## src/cia_pkg.sv

```systemverilog
package cia_pkg;

  typedef enum logic [1:0] {
    FUNC_ADVANCE = 2'd0,
    FUNC_TICK    = 2'd1,
    FUNC_READ    = 2'd2,
    FUNC_WRITE   = 2'd3
  } func_e;

  typedef enum logic [1:0] {
    ST_IDLE = 2'd0,
    ST_EXEC = 2'd1,
    ST_HOLD = 2'd2
  } state_e;

  // Register indexes with special behaviour
  localparam logic [3:0] REG_PRB  = 4'h1;
  localparam logic [3:0] REG_TALO = 4'h4;
  localparam logic [3:0] REG_TAHI = 4'h5;
  localparam logic [3:0] REG_TBLO = 4'h6;
  localparam logic [3:0] REG_TBHI = 4'h7;
  localparam logic [3:0] REG_TOD0 = 4'h8;
  localparam logic [3:0] REG_TOD1 = 4'h9;
  localparam logic [3:0] REG_TOD2 = 4'ha;
  localparam logic [3:0] REG_TOD3 = 4'hb;
  localparam logic [3:0] REG_SDR  = 4'hc;
  localparam logic [3:0] REG_ICR  = 4'hd;
  localparam logic [3:0] REG_CRA  = 4'he;
  localparam logic [3:0] REG_CRB  = 4'hf;

  localparam int unsigned FIRST_UNIT_DEFAULT = 1;

  // Controller to datapath
  typedef struct packed {
    logic exec;
  } cmd_t;

  // Datapath to controller
  typedef struct packed {
    logic done;
  } stat_t;

endpackage

```

## src/cia_timers_tod_interrupts.sv

```systemverilog
// Channel  Handshake            Payload
// in       in_valid_i/ready_o   func_i reg_index_i write_data_i delta_cycles_i
// out      out_valid_o/ready_i  read_data_o irq_line_o timer_port_bits_o
// Each item is accepted, executed in the datapath, then presented.
// The controller sequences one item at a time; the next accept follows the
// output transfer. Reset is asynchronous and loads the port register values
// set by FIRST_UNIT. A stalled output holds the result and blocks input.
module cia_timers_tod_interrupts #(
  parameter int unsigned FIRST_UNIT = cia_pkg::FIRST_UNIT_DEFAULT
) (
  input  logic       clk_i,
  input  logic       rst_ni,
  input  logic       in_valid_i,
  output logic       in_ready_o,
  input  logic [1:0] func_i,
  input  logic [3:0] reg_index_i,
  input  logic [7:0] write_data_i,
  input  logic [7:0] delta_cycles_i,
  output logic       out_valid_o,
  input  logic       out_ready_i,
  output logic [7:0] read_data_o,
  output logic       irq_line_o,
  output logic [1:0] timer_port_bits_o
);
  import cia_pkg::*;

  cmd_t  cmd;
  stat_t stat;

  // Sequence the items
  cia_ctrl u_ctrl (
    .clk_i, .rst_ni, .in_valid_i, .in_ready_o, .out_valid_o, .out_ready_i,
    .stat_i(stat), .cmd_o(cmd)
  );

  // Hold the unit state and execute
  cia_dp #(.FIRST_UNIT(FIRST_UNIT)) u_dp (
    .clk_i, .rst_ni, .load_i(in_valid_i && in_ready_o),
    .func_i, .reg_index_i, .write_data_i, .delta_cycles_i,
    .cmd_i(cmd), .stat_o(stat),
    .read_data_o, .irq_line_o, .timer_port_bits_o
  );
endmodule

```

## src/cia_ctrl.sv

```systemverilog
module cia_ctrl (
  input  logic           clk_i,
  input  logic           rst_ni,
  input  logic           in_valid_i,
  output logic           in_ready_o,
  output logic           out_valid_o,
  input  logic           out_ready_i,
  input  cia_pkg::stat_t stat_i,
  output cia_pkg::cmd_t  cmd_o
);
  import cia_pkg::*;

  state_e state_q, state_d;

  // Hold the state
  always_ff @(posedge clk_i or negedge rst_ni) begin
    if (!rst_ni) begin
      state_q <= ST_IDLE;
    end else begin
      state_q <= state_d;
    end
  end

  // Accept, execute, then present the result until transferred
  always_comb begin
    state_d     = state_q;
    in_ready_o  = 1'b0;
    out_valid_o = 1'b0;
    cmd_o.exec  = 1'b0;
    case (state_q)
      ST_IDLE: begin
        in_ready_o = 1'b1;
        if (in_valid_i) state_d = ST_EXEC;
      end
      ST_EXEC: begin
        cmd_o.exec = 1'b1;
        if (stat_i.done) state_d = ST_HOLD;
      end
      ST_HOLD: begin
        out_valid_o = 1'b1;
        if (out_ready_i) state_d = ST_IDLE;
      end
      default: state_d = ST_IDLE;
    endcase
  end
endmodule

```

## src/cia_dp.sv

```systemverilog
module cia_dp #(
  parameter int unsigned FIRST_UNIT = cia_pkg::FIRST_UNIT_DEFAULT
) (
  input  logic           clk_i,
  input  logic           rst_ni,
  input  logic           load_i,
  input  logic [1:0]     func_i,
  input  logic [3:0]     reg_index_i,
  input  logic [7:0]     write_data_i,
  input  logic [7:0]     delta_cycles_i,
  input  cia_pkg::cmd_t  cmd_i,
  output cia_pkg::stat_t stat_o,
  output logic [7:0]     read_data_o,
  output logic           irq_line_o,
  output logic [1:0]     timer_port_bits_o
);
  import cia_pkg::*;

  localparam logic [7:0] PRA_RST = (FIRST_UNIT != 0) ? 8'd127 : 8'd151;
  localparam logic [7:0] DDRA_RST = (FIRST_UNIT != 0) ? 8'd255 : 8'd63;

  // Captured item
  logic [1:0] func_q;
  logic [3:0] idx_q;
  logic [7:0] wd_q, dt_q;

  logic [7:0]  rf_q [16];
  logic [7:0]  rf_d [16];
  logic [15:0] ta_q, ta_d, tb_q, tb_d, la_q, la_d, lb_q, lb_d;
  logic [7:0]  ifr_q, ifr_d, rd_q, rd_d;
  logic        aup_q, aup_d, run_q, run_d, frz_q, frz_d, alm_q, alm_d;
  logic [3:0]  sl_q, sl_d, sq_q, sq_d;
  logic [7:0]  lt_q [4];
  logic [7:0]  lt_d [4];
  logic [7:0]  at_q [4];
  logic [7:0]  at_d [4];

  // Capture the accepted item
  always_ff @(posedge clk_i) begin
    if (load_i) begin
      func_q <= func_i;
      idx_q  <= reg_index_i;
      wd_q   <= write_data_i;
      dt_q   <= delta_cycles_i;
    end
  end

  // Hold the unit state
  always_ff @(posedge clk_i or negedge rst_ni) begin
    if (!rst_ni) begin
      for (int i = 3; i < 16; i++) rf_q[i] <= 8'd0;
      rf_q[0] <= PRA_RST;
      rf_q[1] <= 8'd255;
      rf_q[2] <= DDRA_RST;
      ta_q <= '0; tb_q <= '0; la_q <= '0; lb_q <= '0;
      ifr_q <= '0; rd_q <= '0;
      aup_q <= 1'b0; run_q <= 1'b0; frz_q <= 1'b0; alm_q <= 1'b0;
      sl_q <= '0; sq_q <= '0;
      for (int i = 0; i < 4; i++) begin
        lt_q[i] <= '0;
        at_q[i] <= '0;
      end
    end else if (cmd_i.exec) begin
      rf_q <= rf_d;
      ta_q <= ta_d; tb_q <= tb_d; la_q <= la_d; lb_q <= lb_d;
      ifr_q <= ifr_d; rd_q <= rd_d;
      aup_q <= aup_d; run_q <= run_d; frz_q <= frz_d; alm_q <= alm_d;
      sl_q <= sl_d; sq_q <= sq_d;
      lt_q <= lt_d; at_q <= at_d;
    end
  end

  // Work out the operation in one step
  always_comb begin
    logic [7:0] cr, t, one, ten, mo, mt, ho;
    logic       ht, pm, bdec, bz;
    logic [1:0] mode;
    rf_d = rf_q; ta_d = ta_q; tb_d = tb_q; la_d = la_q; lb_d = lb_q;
    ifr_d = ifr_q; rd_d = 8'd0;
    aup_d = aup_q; run_d = run_q; frz_d = frz_q; alm_d = alm_q;
    sl_d = sl_q; sq_d = sq_q; lt_d = lt_q; at_d = at_q;
    cr = '0; t = '0; one = '0; ten = '0; mo = '0; mt = '0; ho = '0;
    ht = 1'b0; pm = 1'b0; bdec = 1'b0; bz = 1'b0; mode = '0;
    case (func_e'(func_q))
      FUNC_ADVANCE: begin
        // Timer A
        cr = rf_d[REG_CRA];
        if (cr[0] && !cr[5]) begin
          ta_d = (ta_q > {8'd0, dt_q}) ? ta_q - {8'd0, dt_q} : 16'd0;
          if (ta_d == 16'd0) begin
            aup_d = 1'b1;
            if (cr[1] && !cr[2]) rf_d[REG_PRB][6] = ~rf_d[REG_PRB][6];
            if (!cr[3]) ta_d = la_q;
            else rf_d[REG_CRA][0] = 1'b0;
            ifr_d[0] = 1'b1;
            if (rf_d[REG_ICR][0]) ifr_d[7] = 1'b1;
            if (rf_d[REG_CRA][6] && sl_d != 4'd0) begin
              sl_d = sl_d - 4'd1;
              if (sl_d == 4'd0) begin
                ifr_d[3] = 1'b1;
                if (rf_d[REG_ICR][3]) ifr_d[7] = 1'b1;
                if (sq_d != 4'd0) begin
                  sl_d = sq_d;
                  sq_d = 4'd0;
                end
              end
            end
          end
        end
        // Timer B
        cr = rf_d[REG_CRB];
        mode = cr[6:5];
        if (cr[0]) begin
          if (mode == 2'b00) begin
            tb_d = (tb_q > {8'd0, dt_q}) ? tb_q - {8'd0, dt_q} : 16'd0;
            bdec = 1'b1;
          end else if (mode == 2'b10) begin
            bdec = 1'b1;
            if (aup_d) begin
              aup_d = 1'b0;
              if (tb_d != 16'd0) tb_d = tb_d - 16'd1;
            end
          end
          bz = bdec && (tb_d == 16'd0);
          if (bz) begin
            if (cr[1] && !cr[2]) rf_d[REG_PRB][7] = ~rf_d[REG_PRB][7];
            if (!cr[3]) tb_d = lb_q;
            else rf_d[REG_CRB][0] = 1'b0;
            ifr_d[1] = 1'b1;
            if (rf_d[REG_ICR][1]) ifr_d[7] = 1'b1;
          end
        end
        if (alm_q) begin
          alm_d = 1'b0;
          ifr_d[2] = 1'b1;
          if (rf_d[REG_ICR][2]) ifr_d[7] = 1'b1;
        end
      end
      FUNC_TICK: begin
        if (run_q) begin
          t = lt_q[0] + 8'd1;
          if (t > 8'd9) begin
            one = {4'd0, lt_q[1][3:0]} + 8'd1;
            ten = {4'd0, lt_q[1][7:4]};
            t = 8'd0;
            if (one > 8'd9) begin
              one = 8'd0;
              ten = ten + 8'd1;
              if (ten > 8'd5) begin
                mo = {4'd0, lt_q[2][3:0]} + 8'd1;
                mt = {4'd0, lt_q[2][7:4]};
                ten = 8'd0;
                if (mo > 8'd9) begin
                  mo = 8'd0;
                  mt = mt + 8'd1;
                  if (mt > 8'd5) begin
                    ho = {4'd0, lt_q[3][3:0]} + 8'd1;
                    ht = lt_q[3][4];
                    pm = lt_q[3][7];
                    mt = 8'd0;
                    if ((!ht && ho > 8'd9) || (ht && ho > 8'd1)) begin
                      ho = 8'd0;
                      if (ht) pm = ~pm;
                      ht = ~ht;
                    end
                    lt_d[3] = {pm, 2'b00, ht, ho[3:0]};
                  end
                end
                lt_d[2] = {mt[3:0], mo[3:0]};
              end
            end
            lt_d[1] = {ten[3:0], one[3:0]};
          end
          lt_d[0] = t;
          if (lt_d[0] == at_q[0] && lt_d[1] == at_q[1] &&
              lt_d[2] == at_q[2] && lt_d[3] == at_q[3]) alm_d = 1'b1;
        end
      end
      FUNC_READ: begin
        case (idx_q)
          REG_TALO: rd_d = ta_q[7:0];
          REG_TAHI: rd_d = ta_q[15:8];
          REG_TBLO: rd_d = tb_q[7:0];
          REG_TBHI: rd_d = tb_q[15:8];
          REG_TOD0: begin
            rd_d  = frz_q ? rf_q[REG_TOD0] : lt_q[0];
            frz_d = 1'b0;
          end
          REG_TOD1: rd_d = frz_q ? rf_q[REG_TOD1] : lt_q[1];
          REG_TOD2: rd_d = frz_q ? rf_q[REG_TOD2] : lt_q[2];
          REG_TOD3: begin
            frz_d = 1'b1;
            rf_d[REG_TOD0] = lt_q[0];
            rf_d[REG_TOD1] = lt_q[1];
            rf_d[REG_TOD2] = lt_q[2];
            rf_d[REG_TOD3] = lt_q[3];
            rd_d = lt_q[3];
          end
          REG_ICR: begin
            rd_d  = ifr_q;
            ifr_d = 8'd0;
          end
          default: rd_d = rf_q[idx_q];
        endcase
      end
      FUNC_WRITE: begin
        case (idx_q)
          REG_TALO: la_d[7:0] = wd_q;
          REG_TAHI: begin
            la_d[15:8] = wd_q;
            if (!rf_q[REG_CRA][0]) ta_d = {wd_q, la_q[7:0]};
          end
          REG_TBLO: lb_d[7:0] = wd_q;
          REG_TBHI: begin
            lb_d[15:8] = wd_q;
            if (!rf_q[REG_CRB][0]) tb_d = {wd_q, lb_q[7:0]};
          end
          REG_TOD0: begin
            if (rf_q[REG_CRB][7]) at_d[0] = wd_q;
            else begin
              rf_d[REG_TOD0] = wd_q;
              lt_d[0] = wd_q;
              lt_d[1] = rf_q[REG_TOD1];
              lt_d[2] = rf_q[REG_TOD2];
              lt_d[3] = rf_q[REG_TOD3];
            end
            run_d = 1'b1;
          end
          REG_TOD1, REG_TOD2, REG_TOD3: begin
            if (idx_q == REG_TOD3) run_d = 1'b0;
            if (rf_q[REG_CRB][7]) at_d[idx_q[1:0]] = wd_q;
            else rf_d[idx_q] = wd_q;
          end
          REG_SDR: begin
            if (sl_q == 4'd0) sl_d = 4'd8;
            else sq_d = 4'd8;
            rf_d[REG_SDR] = wd_q;
          end
          REG_ICR: begin
            if (wd_q[7]) rf_d[REG_ICR] = rf_q[REG_ICR] | wd_q;
            else rf_d[REG_ICR] = rf_q[REG_ICR] & ~(wd_q | 8'h80);
          end
          REG_CRA: begin
            rf_d[REG_CRA] = wd_q & 8'hef;
            if (wd_q[4]) ta_d = la_q;
          end
          REG_CRB: begin
            rf_d[REG_CRB] = wd_q & 8'hef;
            if (wd_q[4]) tb_d = lb_q;
          end
          default: rf_d[idx_q] = wd_q;
        endcase
      end
      default: ;
    endcase
  end

  assign stat_o.done       = cmd_i.exec;
  assign read_data_o       = rd_q;
  assign irq_line_o        = ifr_q[7];
  assign timer_port_bits_o = rf_q[REG_PRB][7:6];
endmodule

```

## config.mk

```make
export PLATFORM = sky130hd
export DESIGN_NAME = cia_timers_tod_interrupts
export DESIGN_NICKNAME = d
export VERILOG_FILES = /design/src/cia_pkg.sv /design/src/cia_timers_tod_interrupts.sv /design/src/cia_ctrl.sv /design/src/cia_dp.sv
export SDC_FILE = /design/constraint.sdc
export NUM_CORES = 1
export LEC_CHECK = 0
export BUFFER_PORTS_ARGS = -buffer_cell sky130_fd_sc_hd__buf_2
export CAP_MARGIN = 20
export CORE_UTILIZATION = 55
export DETAILED_ROUTE_END_ITERATION = 10
export HOLD_SLACK_MARGIN = 0.08
export PLACE_DENSITY = 0.74
export SLEW_MARGIN = 20
export SYNTH_ARGS = -nofsm -noshare
export SYNTH_HDL_FRONTEND = slang
export SYNTH_HIERARCHICAL = 1
export SYNTH_SLANG_ARGS = --single-unit
export TNS_END_PERCENT = 30
```

## constraint.sdc

```tcl
create_clock -name clk_i -period 6.4 [get_ports clk_i]
set_input_delay 1.28 -clock clk_i [delete_from_list [all_inputs] [get_ports clk_i]]
set_output_delay 1.28 -clock clk_i [all_outputs]
set_load 0.02 [all_outputs]
```

-- Yosys cells after proc, flatten, opt, wreduce, memory -nomap -nowiden
Cells that the tools add are included.
- flip-flop bits (word level): 305
- bits of input ports: 26
- output and inout port bits: 13
- logic and storage cells: 377
- add/sub/neg operators: 10
- order comparisons: 13
- equality and inequality tests: 61
- multiplexer cells: 152
- bitwise operators: 14
- reduce and logical (&&, ||, !) cells: 75
- operators with widths (cell ; number):
    two-way mux 16 bit ; 20
    two-way mux 32 bit ; 5
    two-way mux 8 bit ; 17
    bitwise mux 128 bit ; 1
    two-way mux 128 bit ; 1
    case mux 16 bit (2 select lines) ; 4
    case mux 32 bit (2 select lines) ; 2
    case mux 64 bit (2 select lines) ; 1
    case mux 8 bit (3 select lines) ; 5
    two-way mux 4 bit ; 21
    two-way mux 24 bit ; 3
    case mux 8 bit (9 select lines) ; 1
    two-way mux 1 bit ; 51
    case mux 24 bit (2 select lines) ; 1
    AND reduction 4 bit ; 10
    OR reduction 8 bit ; 5
    inequality test 2 x 1 -> 1 bit (second input constant) ; 19
    AND reduction 7 bit ; 5
    binary-select mux 8 bit (select 4 bit) ; 1
    bitwise mux 32 bit ; 1
    demux 8 bit (select 4 bit) ; 1
    equality test 4 bit (second input constant) ; 8
    equality test 8 bit ; 4
    greater-than comparator 16 x 8 -> 1 bit ; 2
    other kinds (48) ; 136

-- Logic depth before layout (Yosys ltp)
- depth after elaboration: 19
- gate-level depth with buffers: 19
- gate-level depth less buffers: 16

-- Cells and area by module
Netlist, hierarchy kept.
- by module, submodules not included (module ; times used ; cells an instance ; area each (um2) ; sequential area each (um2)):
    cia_dp ; 1 ; 1780 ; 16320.7 ; 6745.2
    cia_ctrl ; 1 ; 10 ; 96.3 ; 50.0
    cia_timers_tod_interrupts ; 1 ; 1 ; 6.3 ; 0.0

-- Worst setup path after synthesis
Ideal clock, no wire load.
- kind: reg2reg
- from: register u_dp.tb_q[0]
- to: register u_dp.tb_q[0]
- arrival time: 4.425 ns
- required time: 6.318 ns
- slack: 1.893 ns
- cell stages (with the launch flop): 20
- buffers on the path: 3
- path through: dfrtp_1 > inv_1 > ha_1 > inv_1 > fa_1 > a21o_1 > a21o_1 > a2111oi_2 > o21ai_1 > o21a_1 > buf_2 > and2_4 > or4_1 > o211ai_1 > nand3_1 > or4_4 > or3_1 > buf_2 > buf_6 > a31oi_1
- word-level cells in the longest chain between the ends: 12
- elaborated cells on any way between the ends: 17
- those cells by class: 2 x add/sub; 1 x order compare; 11 x mux; 3 x reduce/logical
- ends and longest elaborated chain (item ; line ; text):
    start, declared ; cia_dp.sv:29 ; logic [15:0] ta_q, ta_d, tb_q, tb_d, la_q, la_d, lb_q, lb_d;
    start signal, assigned ; cia_dp.sv:65 ; ta_q <= ta_d; tb_q <= tb_d; la_q <= la_d; lb_q <= lb_d;
    subtractor 16 x 1 -> 16 bit or nonzero test 16 bit (tied branches) ; cia_dp.sv:121 ; if (tb_d != 16'd0) tb_d = tb_d - 16'd1;
    two-way mux 16 bit ; cia_dp.sv:121 ;
    two-way mux 16 bit ; cia_dp.sv:119 ; if (aup_d) begin
    two-way mux 16 bit ; cia_dp.sv:117 ; end else if (mode == 2'b10) begin
    two-way mux 16 bit (*) ; cia_dp.sv:114 ; if (mode == 2'b00) begin
    two-way mux 16 bit (*) ; cia_dp.sv:113 ; if (cr[0]) begin
    two-way mux 16 bit (*) ; cia_dp.sv:84 ; case (func_e'(func_q))
    logical NOT 16 bit ; cia_dp.sv:124 ; bz = bdec && (tb_d == 16'd0);
    logical AND 1 bit ; cia_dp.sv:124 ;
    two-way mux 16 bit (*) ; cia_dp.sv:125 ; if (bz) begin
    two-way mux 16 bit (*) ; cia_dp.sv:113 ;
    case mux 16 bit (2 select lines) (*) ; cia_dp.sv:84 ;
Every way passes the cells marked *; elsewhere a longest branch is shown, timed or not. The select of a mux whose other input is x is not followed.
A chain may end at the register's enable or synchronous reset.

-- Worst setup path in the final report
- from: register u_dp.dt_q[0]
- to: register u_dp.rf_q (netlist bit u_dp/timer_port_bits_o[1])
- word-level cells in the longest chain between the ends: 15
- elaborated cells on any way between the ends: 19
- those cells by class: 2 x add/sub; 2 x order compare; 1 x eq/ne; 10 x mux; 4 x reduce/logical
- ends and longest elaborated chain (item ; line ; text):
    start, declared ; cia_dp.sv:25 ; logic [7:0] wd_q, dt_q;
    start signal, assigned ; cia_dp.sv:44 ; dt_q <= delta_cycles_i;
    subtractor 16 x 8 -> 16 bit or greater-than comparator 16 x 8 -> 1 bit (tied branches) ; cia_dp.sv:89 ; ta_d = (ta_q > {8'd0, dt_q}) ? ta_q - {8'd0, dt_q} : 16'd0;
    two-way mux 16 bit ; cia_dp.sv:89 ;
    logical NOT 16 bit ; cia_dp.sv:90 ; if (ta_d == 16'd0) begin
    two-way mux 1 bit ; cia_dp.sv:90 ;
    two-way mux 1 bit ; cia_dp.sv:88 ; if (cr[0] && !cr[5]) begin
    two-way mux 1 bit ; cia_dp.sv:84 ;
    two-way mux 16 bit ; cia_dp.sv:119 ;
    two-way mux 16 bit ; cia_dp.sv:117 ;
    two-way mux 16 bit (*) ; cia_dp.sv:114 ;
    two-way mux 16 bit (*) ; cia_dp.sv:113 ;
    two-way mux 16 bit (*) ; cia_dp.sv:84 ;
    logical NOT 16 bit (*) ; cia_dp.sv:124 ;
    logical AND 1 bit (*) ; cia_dp.sv:124 ;
    inequality test 2 x 1 -> 1 bit (no source line) (*) ; n/a ;
    AND reduction 7 bit (no source line) (*) ; n/a ;
    end signal, assigned ; cia_dp.sv:64 ; rf_q <= rf_d;
    end, declared ; cia_dp.sv:27 ; logic [7:0] rf_q [16];
Marks and branches as above.

==> results.md <==
• **element type at the critical path start** flip-flop
• **part of the power in combinational logic** 44.2%
• **FMAX** 191 MHz
• **Max-cap violations** 0
• **sequential share of power** 33.9%
• **routed via count** 14539
• **Final Total Pwr** 8.70 mW
• **GR Util All Layers** 34.4%
• **Pwr Density** 482 nW/um^2
• **final clock skew** 0.0268 ns
• **library cell used as clock root buffer** clkbuf_16
• **DR pass1 iterations** 8
• **starting utilization of the core area** 56.6%
• **Data required, critical path** 6.89 ns
• **pin count of the biggest net entering global routing** 130
• **number of H-tree branching levels** 1
• **number of hold violations in the final report** 0
• **unique cell type count in the Yosys netlist** 90
• **critical path's most frequent cell** o21ai_1
• **register clock-pin slew on the reported worst setup and hold paths** 0.06 ns
• **antenna violation net count after detailed routing** 0
• **Total Routed Length** 52400 um
• **overall die height** 175 um
• **Post-Route Setup TNS** 0 ns
• **worst IR drop on VDD** 406 uV
• **Crit Path Max Fanout** 5
• **core occupancy in the finished layout** 62.2%
• **time the worst path needs with I/O delays and setup** 5.24 ns
• **count of unresolved DRC violations after routing** 0
• **number of diodes added for antenna fixing** 0
• **number of buffers on the longest clock path** 3
• **Crit Path Category** flip-flop to flip-flop
• **static leakage** 7.63 nW
• **post-synthesis instance area** 16400 um^2
• **cell count after synthesis** 1791
• **final worst path period share** 82.0%
• **TritonCTS clock tree** yes
• **result of the run** finished, final reports clean
• **commonest cells after routing, fill and taps aside** nand2_1, dfrtp_1, o21ai_0
• **Area growth syn-to-layout** 9.86%
• **die area** 30600 um^2
• **worst min path class** flip-flop to flip-flop
• **Yosys warning count** 6
• **Internal** 4.97 mW
• **part of the Yosys area used for sequential elements** 41.4%
• **Avg Inst Size Synth** 9.17 um^2
• **number of top-level pins** 39
• **WL/cell** 24.0 um
• **via count of the first global-routing pass** 13856
• **GPL Wtd Cong** 0.990
• **global-route wire length before repair** 80900 um
• **cell breakdown of the critical path** ha_1 > fa_1 > nand2b_1 > a211oi_2 > or3_1 > o211ai_1 > or4_1 > nor3_2 > o21ai_1 > a2111oi_2 > o21ai_1 > or4_4 > nor4_1 > mux2i_1
• **async set or reset register ratio after synthesis** 91.7%
• **total half-perimeter wirelength after legalization and detailed placement** 36000 um
• **Switching Fraction** 42.8%
• **transition at the pin with the smallest max-transition slack** 1.04 ns
• **Chip Width** 175 um
• **Core Rows** 62
• **number of port buffers** 38
• **unrepaired setup endpoints after global routing** no
• **total congestion overflow after global routing** 0
• **number of endpoints failing setup at the final stage** 0
• **total core area** 29000 um^2
• **total of hold buffers inserted after clock tree synthesis** 0
• **number of storage elements in the synthesis netlist** 266
• **Post-CTS Repair Setup Buffers** 0
• **total clock sinks** 266
• **initial DRC count** 1690
• **Switch Pwr** 3.73 mW
• **number of buffers added by the clock tree synthesis step** 29
• **# fillers** 2449
• **fraction of final layout cells sized beyond drive strength 1** 16.9%
• **number of nets in the layout** 1842
• **final max-slew violation count** 0
• **routed via count divided by cell count** 6.65
• **commonest non-fill, non-tap cell in the layout** nand2_1
• **crit path DAT** 5.74 ns
• **relative slew slack** 30.3%
• **Worst setup EP type** flip-flop
• **clock latency reported for the late side of the worst-skew pair** 0.58 ns
• **Clock Power Share** 21.9%
• **Main synth FF type** dfrtp_1
• **number of enable-type register cells in the synthesized netlist** 22
• **synthesized netlist net count** 1854
• **Critical-path top delay cell** nor4_1
• **Crit path largest cell delay** 0.79 ns
• **number of instances resized during post-cts repair** 0
• **number of antenna violations at the first check in global routing** 0
## power groups by stage
stage	sequential [mW]	clock [mW]	combinational, mW
final	2.95	1.91	3.85
after global placement	2.91	0	3.71
after floorplan	2.63	0	2.87
after global routing	3.01	1.99	4.18
after detailed placement	2.93	0	3.76
after CTS	2.91	1.93	3.78
## area by class of cell
| type | instances | area, um^2 | area share [%] |
|---|---|---|---|
| multi-input cells | 1348 | 8990 | 49.8 |
| clock inverters | 11 | 225 | 1.25 |
| well taps | 384 | 480 | 2.66 |
| inverters | 67 | 251 | 1.39 |
| repair buffers | 67 | 430 | 2.39 |
| clock buffers | 43 | 870 | 4.82 |
| flip-flops and latches | 266 | 6800 | 37.7 |
## stage by stage
step / hold slack (ns) / cells / instance area, um^2 / setup WS (ns)
floorplan: 0.436 / 1791 / 16400 / 1.89
global placement: 0.463 / 2132 / 16900 / 1.30
detailed placement: 0.473 / 2132 / 16900 / 1.25
CTS: 0.487 / 2186 / 18000 / 1.25
global route: 0.505 / 2186 / 18000 / 0.937
finish: 0.481 / 2186 / 18000 / 1.16
## cells by family (layout without fill, tap and decap cells)
group / count (synthesis) / count (layout) / share of synthesized area (%)
simple gates: 608 / 608 / 17.9
compound gates: 512 / 512 / 20.9
flops: 266 / 266 / 41.4
buf+inv: 177 / 188 / 4.19
mux: 149 / 149 / 10.5
xor+xnor: 42 / 42 / 2.24
fa+ha+maj: 37 / 37 / 2.91
## state kept, by name, summed over array words and instances, names as in the netlist, 16 cells and up
register   flops
u_dp/rf_q     90
u_dp/ta_q     16
u_dp/at_q     32
u_dp/lb_q     16
u_dp/lt_q     32
u_dp/tb_q     16
u_dp/la_q     16
## synthesized netlist by cell type (7+ instances only)
| cell | number | area, um^2 |
|---|---|---|
| o211ai_1 | 12 | 90.1 |
| a21oi_1 | 78 | 390 |
| o31a_1 | 9 | 78.8 |
| o22ai_1 | 15 | 93.8 |
| xor2_1 | 18 | 158 |
| clkbuf_1 | 96 | 360 |
| inv_1 | 67 | 251 |
| or4_1 | 7 | 52.6 |
| xnor2_1 | 24 | 210 |
| a21o_1 | 15 | 113 |
| edfxtp_1 | 22 | 661 |
| dfrtp_1 | 221 | 5530 |
| dfstp_2 | 23 | 604 |
| and3_1 | 13 | 81.3 |
| ha_1 | 35 | 438 |
| a222oi_1 | 8 | 80.1 |
| o21a_1 | 8 | 60.1 |
| or2_2 | 16 | 100 |
| o21ai_0 | 157 | 786 |
| a22o_1 | 15 | 131 |
| mux2_2 | 112 | 1260 |
| mux4_2 | 8 | 180 |
| mux2i_1 | 29 | 290 |
| nor3_1 | 48 | 240 |
| nand2_1 | 229 | 860 |
| nor2_1 | 125 | 469 |
| or3_1 | 10 | 62.6 |
| a22oi_1 | 48 | 360 |
| nand4_1 | 13 | 81.3 |
| nand3_1 | 43 | 215 |
| nor3b_1 | 8 | 60.1 |
| nor2b_1 | 25 | 156 |
| a211oi_1 | 12 | 90.1 |
| nor4_1 | 10 | 62.6 |
| nand2b_1 | 28 | 175 |
| a221oi_1 | 20 | 175 |
| and2_1 | 7 | 43.8 |
| a31oi_1 | 20 | 125 |
| a21boi_0 | 7 | 52.6 |
## worst max-delay path, delay by kind of cell, from the launching register on
family | cells | cell delay [ns]
simple gates | 6 | 2.62
fa+ha+maj | 2 | 0.65
mux | 1 | 0.26
flops | 1 | 0.45
compound gates | 5 | 1.17
## layer usage
layer / GRT usage [%] / up-vias / share of wire [%]
met2: 52.1 / 760 / 44
met1: 48.2 / 7093 / 42
met4: 13.0 / 0 / 3.9
met3: 7.35 / 141 / 10
met5: 0 / - / 0
li1: - / 6545 / -
## worst paths after layout
check,from,end,slack (ns),depth (start not counted)
worst max-delay path,u_dp/dt_q[0],u_dp/timer_port_bits_o[1],1.16,14
worst min-delay path,u_dp/rf_q[38],u_dp/rf_q[38],0.48,2
worst max register to register,u_dp/dt_q[0],u_dp/timer_port_bits_o[1],1.16,14
worst min register to register,u_dp/rf_q[38],u_dp/rf_q[38],0.48,2
max in group asynchronous,rst_ni,u_dp/frz_q,4.40,2
min in group asynchronous,rst_ni,u_dp/lb_q[2],0.78,1
Power figures use the tool's default switching activity.
